$ cat src/hdl/tdpf_pkg.sv
// Shared constants for the trial division prime factoriser.
// No dependencies; used by the divider, the top level and the checker.
`timescale 1ns / 1ps

package tdpf_pkg;

  localparam int unsigned VALUE_W               = 32;
  localparam int unsigned CNT_W                 = $clog2(VALUE_W);
  localparam int unsigned DIVISOR_LIMIT_DEFAULT = 65536;

  // Factor word reported for the sign of a negative input.
  localparam logic [VALUE_W-1:0] SIGN_FACTOR = {VALUE_W{1'b1}};

endpackage

$ cat src/hdl/tdpf_div.sv
// Iterative restoring divider, one quotient bit per cycle.
// Depends on tdpf_pkg.
`timescale 1ns / 1ps

module tdpf_div #(
  parameter int unsigned DIV_W = 17
) (
  input  logic                        clk,
  input  logic                        rst,
  input  logic                        start,
  input  logic [tdpf_pkg::VALUE_W-1:0] dividend,
  input  logic [DIV_W-1:0]            divisor,
  output logic                        done,
  output logic [tdpf_pkg::VALUE_W-1:0] quotient,
  output logic [DIV_W-1:0]            remainder
);
  import tdpf_pkg::*;

  logic               running;
  logic [CNT_W-1:0]   cnt;
  logic [VALUE_W-1:0] work;
  logic [DIV_W-1:0]   part;
  logic [DIV_W-1:0]   dsr;
  logic [DIV_W:0]     shifted;
  logic [DIV_W:0]     diff;
  logic               fits;

  assign shifted = {part, work[VALUE_W-1]};
  assign fits    = shifted >= {1'b0, dsr};
  assign diff    = shifted - {1'b0, dsr};

  always_ff @(posedge clk) begin
    if (rst) begin
      running <= 1'b0;
      done    <= 1'b0;
    end else begin
      done <= 1'b0;
      if (start) begin
        running <= 1'b1;
        cnt     <= CNT_W'(VALUE_W - 1);
        work    <= dividend;
        part    <= '0;
        dsr     <= divisor;
      end else if (running) begin
        work <= {work[VALUE_W-2:0], fits};
        part <= fits ? diff[DIV_W-1:0] : shifted[DIV_W-1:0];
        cnt  <= cnt - 1'b1;
        if (cnt == '0) begin
          running <= 1'b0;
          done    <= 1'b1;
        end
      end
    end
  end

  assign quotient  = work;
  assign remainder = part;

endmodule

$ cat src/hdl/trial_division_prime_factorizer.sv
// Top level of the trial division prime factoriser: sequencer and output word register.
// Depends on tdpf_pkg and tdpf_div.
`timescale 1ns / 1ps

// Usage
//   Input channel: value (signed 32-bit) with value_valid / value_ready.
//   Output channel: factor (signed 32-bit) and last with factor_valid / factor_ready.
//   One input word yields one to 32 output words: -1 first for a negative
//   input, then the prime factors in nondecreasing order, the remaining
//   cofactor last. Zero yields a single 0, magnitude one yields 1.
//   The final word of each input carries last = 1.
// Timing
//   value_ready is high only while the sequencer is idle; it drops for the
//   whole factorisation. Each trial divisor (2, then odd numbers) costs one
//   pass of the shared restoring divider plus sequencing. A prime near 2^31
//   needs about 23200 trials. The divider passes set the rate.
// Reset and stalls
//   rst (synchronous, active high) returns the sequencer to idle and empties
//   the output register. A stalled receiver holds the current word; the
//   sequencer waits until the register is free before placing the next one.
//   The next input may be taken while the final word still waits.

module trial_division_prime_factorizer #(
  parameter int unsigned DIVISOR_LIMIT = tdpf_pkg::DIVISOR_LIMIT_DEFAULT
) (
  input  logic                               clk,
  input  logic                               rst,
  input  logic signed [tdpf_pkg::VALUE_W-1:0] value,
  input  logic                               value_valid,
  output logic                               value_ready,
  output logic signed [tdpf_pkg::VALUE_W-1:0] factor,
  output logic                               last,
  output logic                               factor_valid,
  input  logic                               factor_ready
);
  import tdpf_pkg::*;

  // Divisor wide enough to step past the limit by one odd increment.
  localparam int unsigned     DIV_W     = $clog2(DIVISOR_LIMIT + 3);
  localparam logic [DIV_W-1:0] LIMIT    = DIV_W'(DIVISOR_LIMIT);
  localparam logic [DIV_W-1:0] FIRST_DV = DIV_W'(2);
  localparam logic [DIV_W-1:0] FIRST_OD = DIV_W'(3);

  typedef enum logic [5:0] {
    S_IDLE = 6'b000001,  // wait for an input word
    S_SIGN = 6'b000010,  // zero and sign words
    S_DIV  = 6'b000100,  // check the bound, launch a trial division
    S_WAIT = 6'b001000,  // wait for the divider
    S_PUSH = 6'b010000,  // place a found factor
    S_COF  = 6'b100000   // place the cofactor as the final word
  } state_t;

  state_t             state, state_next;
  logic [VALUE_W-1:0] mag, mag_next;
  logic [DIV_W-1:0]   dv, dv_next;
  logic               neg, neg_next;
  logic [VALUE_W-1:0] value_u;

  logic               push;
  logic [VALUE_W-1:0] push_factor;
  logic               push_last;
  logic               slot_free;

  logic               div_start;
  logic               div_done;
  logic [VALUE_W-1:0] div_q;
  logic [DIV_W-1:0]   div_r;
  state_t             after_sign;

  tdpf_div #(
    .DIV_W (DIV_W)
  ) u_div (
    .clk       (clk),
    .rst       (rst),
    .start     (div_start),
    .dividend  (mag),
    .divisor   (dv),
    .done      (div_done),
    .quotient  (div_q),
    .remainder (div_r)
  );

  assign value_u     = value;
  assign value_ready = (state == S_IDLE);
  // The output register can take a word when empty or being emptied.
  assign slot_free   = !factor_valid || factor_ready;
  assign after_sign  = (mag == VALUE_W'(1)) ? S_COF : S_DIV;

  always_comb begin
    state_next  = state;
    mag_next    = mag;
    dv_next     = dv;
    neg_next    = neg;
    push        = 1'b0;
    push_factor = '0;
    push_last   = 1'b0;
    div_start   = 1'b0;
    unique case (state)
      S_IDLE: begin
        if (value_valid) begin
          // Take the magnitude; the most negative value wraps to 2^31 unsigned.
          neg_next   = value_u[VALUE_W-1];
          mag_next   = value_u[VALUE_W-1] ? ('0 - value_u) : value_u;
          dv_next    = FIRST_DV;
          state_next = S_SIGN;
        end
      end
      S_SIGN: begin
        if (mag == '0) begin
          if (slot_free) begin
            push       = 1'b1;
            push_last  = 1'b1;
            state_next = S_IDLE;
          end
        end else if (neg) begin
          if (slot_free) begin
            push        = 1'b1;
            push_factor = SIGN_FACTOR;
            state_next  = after_sign;
          end
        end else begin
          state_next = after_sign;
        end
      end
      S_DIV: begin
        if (dv > LIMIT) begin
          state_next = S_COF;
        end else begin
          div_start  = 1'b1;
          state_next = S_WAIT;
        end
      end
      S_WAIT: begin
        if (div_done) begin
          // A quotient below the divisor means divisor^2 exceeds the cofactor.
          if (div_q < VALUE_W'(dv)) begin
            state_next = S_COF;
          end else if (div_r == '0) begin
            mag_next   = div_q;
            state_next = S_PUSH;
          end else begin
            dv_next    = (dv == FIRST_DV) ? FIRST_OD : dv + DIV_W'(2);
            state_next = S_DIV;
          end
        end
      end
      S_PUSH: begin
        if (slot_free) begin
          push        = 1'b1;
          push_factor = VALUE_W'(dv);
          state_next  = S_DIV;
        end
      end
      S_COF: begin
        if (slot_free) begin
          push        = 1'b1;
          push_factor = mag;
          push_last   = 1'b1;
          state_next  = S_IDLE;
        end
      end
      default: begin
        state_next = S_IDLE;
      end
    endcase
  end

  // Sequencer registers.
  always_ff @(posedge clk) begin
    if (rst) begin
      state <= S_IDLE;
    end else begin
      state <= state_next;
    end
    mag <= mag_next;
    dv  <= dv_next;
    neg <= neg_next;
  end

  // Output word register: load on push, drop when taken.
  always_ff @(posedge clk) begin
    if (rst) begin
      factor_valid <= 1'b0;
    end else if (push) begin
      factor_valid <= 1'b1;
    end else if (factor_ready) begin
      factor_valid <= 1'b0;
    end
    if (push) begin
      factor <= push_factor;
      last   <= push_last;
    end
  end

endmodule

$ cat config.mk
export PLATFORM = sky130hd
export DESIGN_NAME = trial_division_prime_factorizer
export DESIGN_NICKNAME = d
export VERILOG_FILES = /design/src/hdl/tdpf_pkg.sv /design/src/hdl/tdpf_div.sv /design/src/hdl/trial_division_prime_factorizer.sv
export SDC_FILE = /design/constraint.sdc
export NUM_CORES = 1
export LEC_CHECK = 0
export CORE_AREA = 2 2 118 120
export DETAILED_ROUTE_END_ITERATION = 8
export DIE_AREA = 0 0 120 122
export DONT_BUFFER_PORTS = 1
export GPL_TIMING_DRIVEN = 1
export PLACE_DENSITY = 0.84
export REMOVE_ABC_BUFFERS = 1
export SYNTH_ARGS = -nofsm -noshare
export SYNTH_HDL_FRONTEND = slang
export SYNTH_SLANG_ARGS = --single-unit
$ cat constraint.sdc
create_clock -name clk -period 7.4 [get_ports clk]
set_input_delay 0.37 -clock clk [delete_from_list [all_inputs] [get_ports clk]]
set_output_delay 0.37 -clock clk [all_outputs]
set_load 0.05 [all_outputs]
==> qor.yml, run 1 <==
layout:
  num_antenna_cells: 0
  syn2layout_area_growth_pct: 7.938
  final_layout_size_suffix_gt1_share_pct: 5.378
  post-route-util_pct: 72.07
  final_nets: 934
critical_path:
  crit_type: "reg2reg"
  cp-start-kind: "register"
  path_cells: "nor4_1 > nand2_1 > nor4_1 > a31oi_1 > and3_1 > nor2_4"
  worstPathBufferInverterCount: 0
  path_common_cell: "nor4_1"
  crit_path_top_delay_cell: "nor4_1"
  worstSetupEndpointType: "register"
  crit_family: "simple AND/OR/NAND/NOR gates"
  worst-path-max-fanout: 33
  arrival_ns: 3.63
  required_ns: 7.44
  slowest_delay_ns: 0.93
sta:
  post-route-period-util_pct: 48.48
  fin_ws_ns: 3.812
  clock-skew-final_ns: 0.01035
  fmax_mhz: 278.7
  slew_headroom_pct: 9.243
  rsz0062_at_grt: "no"
  hold_violations: 0
  tightest_slew_ns: 1.356
  setup_tns_ns: 0
  setup_violations: 0
  period_needed_ns: 3.588
  drv_slew: 0
cts:
  clk_latency_ns: 0.43
  htreeDepth: 4
  path_clk_slew_ns: 0.06
  clkSinkCount: 163
  cts-resized-gates: 0
  cts_tree: "done"
  cts_setup_buffers: 0
  root_buffer: "clkbuf_16"
  cts_buffers: 17
  hold_buffers: 1
  clockBufferDepth: 2
power:
  p_seq_share_pct: 53.0
  internal_power_mw: 1.586
  netSwitchingPower_mw: 0.4459
  powerDensity_nw_per_um2: 208.8
  p_comb_share_pct: 4.5
  power_mw: 2.032
  clockPowerShare_pct: 42.6
  p_leak_nw: 3.716
  ir_drop_mv: 0.1821
  p_sw_share_pct: 21.95
yosys:
  synth_area_um2: 9016
  synth-edff-count: 154
  synthArstFlopShare_pct: 0
  synth_cells: 873
  ys_ff_latch: 163
  yosysUniqueCellTypes: 60
  yosysSeqAreaShare_pct: 53.29
  syn_avg_cell_area_um2: 10.33
  ys.flop_type: "edfxtp_1"
  yosysWarnings: 0
floorplanning:
  start_util_pct: 66.77
  core_area_um2: 13500
  die_area_um2: 14640
  io_pins: 71
  die_h_um: 122
  rows: 43
  die_x_um: 120
detailed_routing:
  wl_per_cell_um: 20.65
  firstDrtPassIters: 8
  drc: 0
  ant_nets: 0
  drtIter0Drc: 910
  viasPerCell: 6.523
  vias: 6875
  routed_wl_mm: 21.77
grt:
  met1_usage_pct: 39.21
  grt_pass1_vias: 6861
  grt_pass1_wl_mm: 34.85
  antenna_found_initial: 0
  grt_use_met2_pct: 51.74
  grt_max_degree: 62
  overflow: 0
  grt.busiest_layer: "met2"
  grtUsageTotal_pct: 31.01
  met3_usage_pct: 6.742
placement:
  hpwlAfterDp_mm: 15.17
  place_congestion: 0.8990
  io_buffers: 0
  post-place-ws_ns: 4.016
job:
  maxCapViolCount: 0
status:
  status: "finished clean"
hold_path:
  hold_path_class: "in2reg"
-- synth_stat cells, types with 5 or more instances --
cell type,n,area share [%]
a211oi_1,5,0.42
a21o_1,29,2.4
a21oi_1,29,1.6
a221o_1,17,1.9
and2_1,5,0.35
and3_1,5,0.35
clkbuf_1,27,1.1
dfxtp_1,9,2.0
edfxtp_1,154,51
ha_1,36,5.0
inv_1,50,2.1
mux2i_1,11,1.2
nand2_1,154,6.4
nand2b_1,9,0.62
nand3_1,16,0.89
nand4_1,16,1.1
nor2_1,63,2.6
nor2b_1,6,0.42
nor3_1,17,0.94
nor3b_1,5,0.42
nor4_1,23,1.6
o21ai_0,52,2.9
o31ai_1,11,0.92
o41ai_1,5,0.49
or3_1,8,0.56
or4_1,5,0.42
xnor2_1,21,2.0
xor2_1,34,3.3
-- sequential cells by signal, indices dropped and copies added (netlist names) --
register         cells
u_div.remainder     17
u_div.done           1
u_div.cnt            5
last                 1
mag                 32
u_div.dsr           17
dv                  17
u_div.running        1
neg                  1
factor              32
factor_valid         1
u_div.quotient      32
state                6
-- final timing paths --
kind | slack (ns) | start | endpoint | cells past startpoint
worst min register to register | 0.49 | u_div.running | u_div.running | 2
worst max register to register | 3.81 | mag[4] | factor[1] | 6
worst max-delay path | 3.81 | mag[4] | factor[1] | 6
worst min-delay path | 0.01 | rst | state[1] | 1
-- power by group through the flow --
stage                     Combinational (mW)  Sequential [mW]  Clock [mW]
final                                 0.0905             1.08       0.865
after detailed placement              0.0884             1.09           0
after floorplan                       0.0677             1.08           0
after global routing                   0.101             1.08       0.904
after global placement                0.0839             1.09           0
after CTS                             0.0896             1.08       0.869
-- per-stage QoR --
step	instances	area (µm²)	hold slack (ns)
after global routing	1054	9732	0.007264
after detailed placement	1021	9146	0.4482
after floorplan	836	8865	0.4389
after global placement	1021	9146	0.4416
final	1054	9732	0.01374
after CTS	1054	9732	0.0005504
-- cells in the final DEF (no fill, tap or decap), drive strengths merged, types with 3 or more instances in the layout --
master,Yosys,layout
a211oi,5,5
a21o,29,29
a21oi,29,29
a221o,17,17
a31oi,3,3
and2,5,5
and3,5,5
buf,9,5
clkbuf,28,23
clkinv,0,5
dfxtp,9,9
edfxtp,154,154
ha,36,36
inv,50,50
mux2i,11,11
nand2,154,154
nand2b,9,9
nand3,16,16
nand4,16,16
nor2,63,63
nor2b,6,6
nor3,17,17
nor3b,5,5
nor4,23,23
o211ai,3,3
o21ai,53,53
o31ai,12,12
o41ai,5,5
or2,3,3
or3,9,9
or4,7,7
xnor2,21,21
xor2,34,34
-- layer usage --
metal | wire length [µm] | vias to the layer above
met4 | 595 | 0
met2 | 10780 | 383
met1 | 8470 | 3279
li1 | - | 3168
met3 | 1923 | 45
met5 | 0 | -
-- cell families after synthesis --
family / count (synthesis) / share of synthesized area [%]
xor gates and xnor gates: 55 / 5.343
and+or+nand+nor: 345 / 17.99
muxes: 12 / 1.346
buffers and inverters: 87 / 3.761
adders and majority gates: 37 / 5.218
AOI/OAI and AO/OA: 174 / 13.06
DFF: 163 / 53.29
-- worst reg2reg max path: stages, from the launching register on --
cell      delay (ns)
edfxtp_1        0.42
nor4_1          0.38
nand2_1         0.15
nor4_1          0.93
a31oi_1         0.26
and3_1          0.25
nor2_4          0.80
-- area by class of cell --
type | count | area, µm²
fill | 922 | 3772
clock buffer | 23 | 467.9
inverter | 50 | 187.7
clock inverter | 9 | 107.6
sequential | 163 | 4805
timing repair buffer | 6 | 47.55
multi-input combinational | 623 | 3891
tap | 180 | 225.2
Power figures use the tool's default switching activity.
==> run 2, diff against run 1 <==
--- a/config.mk
+++ b/config.mk
@@ -5,12 +5,13 @@
 export SDC_FILE = /design/constraint.sdc
 export NUM_CORES = 1
 export LEC_CHECK = 0
-export CORE_AREA = 2 2 118 120
+export ABC_AREA = 1
+export CORE_AREA = 2 2 125 127
 export DETAILED_ROUTE_END_ITERATION = 8
-export DIE_AREA = 0 0 120 122
+export DIE_AREA = 0 0 127 129
 export DONT_BUFFER_PORTS = 1
 export GPL_TIMING_DRIVEN = 1
-export PLACE_DENSITY = 0.84
+export PLACE_DENSITY = 0.79
 export REMOVE_ABC_BUFFERS = 1
 export SYNTH_ARGS = -nofsm -noshare
 export SYNTH_HDL_FRONTEND = slang
==> constraint.sdc (replaced) <==
create_clock -name clk -period 3.7 [get_ports clk]
set_input_delay 0.185 -clock clk [delete_from_list [all_inputs] [get_ports clk]]
set_output_delay 0.185 -clock clk [all_outputs]
set_load 0.05 [all_outputs]
==> qor.yml, run 2 <==
grt:
  antenna_found_initial: 0
  grt_max_degree: 66
  grt_pass1_wl_mm: 36.00
  grt_pass1_vias: 7272
  grtUsageTotal_pct: 28.10
  overflow: 0
sta:
  rsz0062_at_grt: "no"
  hold_violations: 0
  tightest_slew_ns: 0.7782
  setup_violations: 0
  period_needed_ns: 2.794
  fmax_mhz: 357.9
  post-route-period-util_pct: 75.52
  clock-skew-final_ns: 0.008632
  slew_headroom_pct: 47.67
  drv_slew: 0
floorplanning:
  die_h_um: 129
  start_util_pct: 63.45
  die_area_um2: 16380
  io_pins: 71
  die_x_um: 127
  rows: 45
  core_area_um2: 14980
placement:
  placedCellCount: 1268
  dpl_cell_area_um2: 9691
  place_congestion: 0.8801
  io_buffers: 0
  hpwlAfterDp_mm: 15.99
critical_path:
  worstSetupEndpointType: "register"
  path_cells: "inv_1 > nand3_1 > nor3_2 > nand4_1 > nand2_1 > nand2_2 > buf_4 > nor2_1 > buf_4"
  path_common_cell: "buf_4"
  worst-path-max-fanout: 65
  crit_path_top_delay_cell: "edfxtp_1"
  crit_type: "reg2reg"
  slowest_delay_ns: 0.47
  cp-start-kind: "register"
  arrival_ns: 2.91
  required_ns: 3.82
status:
  status: "finished clean"
detailed_routing:
  vias: 7623
  wl_per_cell_um: 16.85
  routed_wl_mm: 22.01
  firstDrtPassIters: 6
  ant_nets: 0
  drc: 0
  drtIter0Drc: 791
  viasPerCell: 5.837
yosys:
  yosysWarnings: 0
  synth-edff-count: 154
  yosysSeqAreaShare_pct: 50.56
  synth_most_common_cell: "nand2_1"
  yosys.area.top_type: "edfxtp_1"
  synth_top_area_share_pct: 48.66
  ys.flop_type: "edfxtp_1"
  yosys-top-cells-area: "edfxtp_1 49%, nand2_1 9.6%, inv_1 5.4%"
  synth_cells: 1098
  ys_ff_latch: 163
  synthArstFlopShare_pct: 0
  yosysUniqueCellTypes: 50
  syn_avg_cell_area_um2: 8.655
  synth_area_um2: 9503
  synthTopCellsByCount: "244 x nand2_1, 154 x edfxtp_1, 136 x inv_1, 97 x nor2_1, 70 x nand3_1"
layout:
  syn2layout_area_growth_pct: 9.006
  final_nets: 1178
  fin_cells: 1306
  final_cell_mix: "244 x nand2_1, 154 x edfxtp_1, 136 x inv_1"
  num_antenna_cells: 0
  layout_commonest_cell: "nand2_1"
  fin_area_um2: 10360
  final_layout_size_suffix_gt1_share_pct: 9.928
cts:
  htreeDepth: 4
  clockBufferDepth: 2
  root_buffer: "clkbuf_16"
  path_clk_slew_ns: 0.06
  clk_latency_ns: 0.43
  clkSinkCount: 163
  cts_tree: "done"
  cts_buffers: 17
  cts-resized-gates: 0
power:
  ir_drop_mv: 0.3924
  powerDensity_nw_per_um2: 501.2
  p_leak_nw: 4.372
hold_path:
  hold_path_class: "in2reg"
job:
  maxCapViolCount: 0
run 2: cell types whose count changed after synthesis, sizes merged, moves of 17 or more:
cell / before / now
a21o: 29 / 2
a21oi: 29 / 53
a221o: 17 / 0
inv: 50 / 160
nand2: 154 / 252
nand3: 16 / 71
nor2: 63 / 108
o21ai: 53 / 94
o221ai: 0 / 17
xor2: 34 / 8
run 2: cell families (layout without fill, tap and decap cells):
kind of cell | count (synthesis) | count (layout) | synth area share, %
simple gates | 508 | 508 | 23.96
compound gates | 185 | 185 | 11.02
xor+xnor | 15 | 15 | 1.383
buf+inv | 190 | 210 | 8.124
fa+ha+maj | 37 | 37 | 4.951
flops | 163 | 163 | 50.56
run 2: worst max-delay path: cells and delay by family, from the launching register on:
family,cells,cell delay (ns)
buffers and inverters,3,0.85
flip-flops,1,0.47
AND/OR/NAND/NOR,6,1.15
run 2: area by class of cell:
cell class,count,area (µm²)
Sequential cell,163,4805
Fill cell,1180,4618
Multi-Input combinational cell,745,3960
Inverter,160,600.6
Clock buffer,17,425.4
Tap cell,188,235.2
Clock inverter,15,182.7
Timing Repair Buffer,18,150.1
run 2: metal layers:
| layer | wire (µm) | global-route usage (%) |
|---|---|---|
| met5 | 0 | 0 |
| met4 | 602 | 10.15 |
| met3 | 2033 | 7.734 |
| met2 | 10010 | 44.28 |
| met1 | 9355 | 37.83 |
run 2: worst paths after layout:
check                    from       endpoint  slack [ns]  cells past startpoint
setup / recovery        dv[9]  u_div.dsr[10]        0.91                      9
hold / removal    value_valid            neg        0.01                      2
setup reg to reg        dv[9]  u_div.dsr[10]        0.91                      9
hold reg to reg        dv[10]  u_div.dsr[10]        0.51                      0
run 2: metrics by stage:
step	power, mW	hold slack, ns	worst slack [ns]	setup TNS (ns)	utilization [%]
CTS	5.202	0.001083	0.9523	0	69.16
global placement	3.351	0.2605	0.9820	0	64.70
detailed placement	3.385	0.2596	0.9733	0	64.70
global route	5.431	0.005514	0.6574	0	69.16
floorplan	3.139	0.2541	-2.509	-135.49	-
finish	5.192	0.01500	0.9058	0	69.16
run 2: repair_timing:
item | 4_1_cts | 5_1_grt
hold buffers | 6 | 0
endpoints found under the setup margin | 0 | 0
endpoints found under the hold margin | 12 | 0
setup buffers | 0 | 0
run 2: power breakdown:
group	total [mW]	switching (mW)	internal, mW	leakage, nW
Sequential	2.54	0.207	2.33	1.51
Clock	1.82	0.752	1.07	0.286
Combinational	0.838	0.602	0.236	2.58
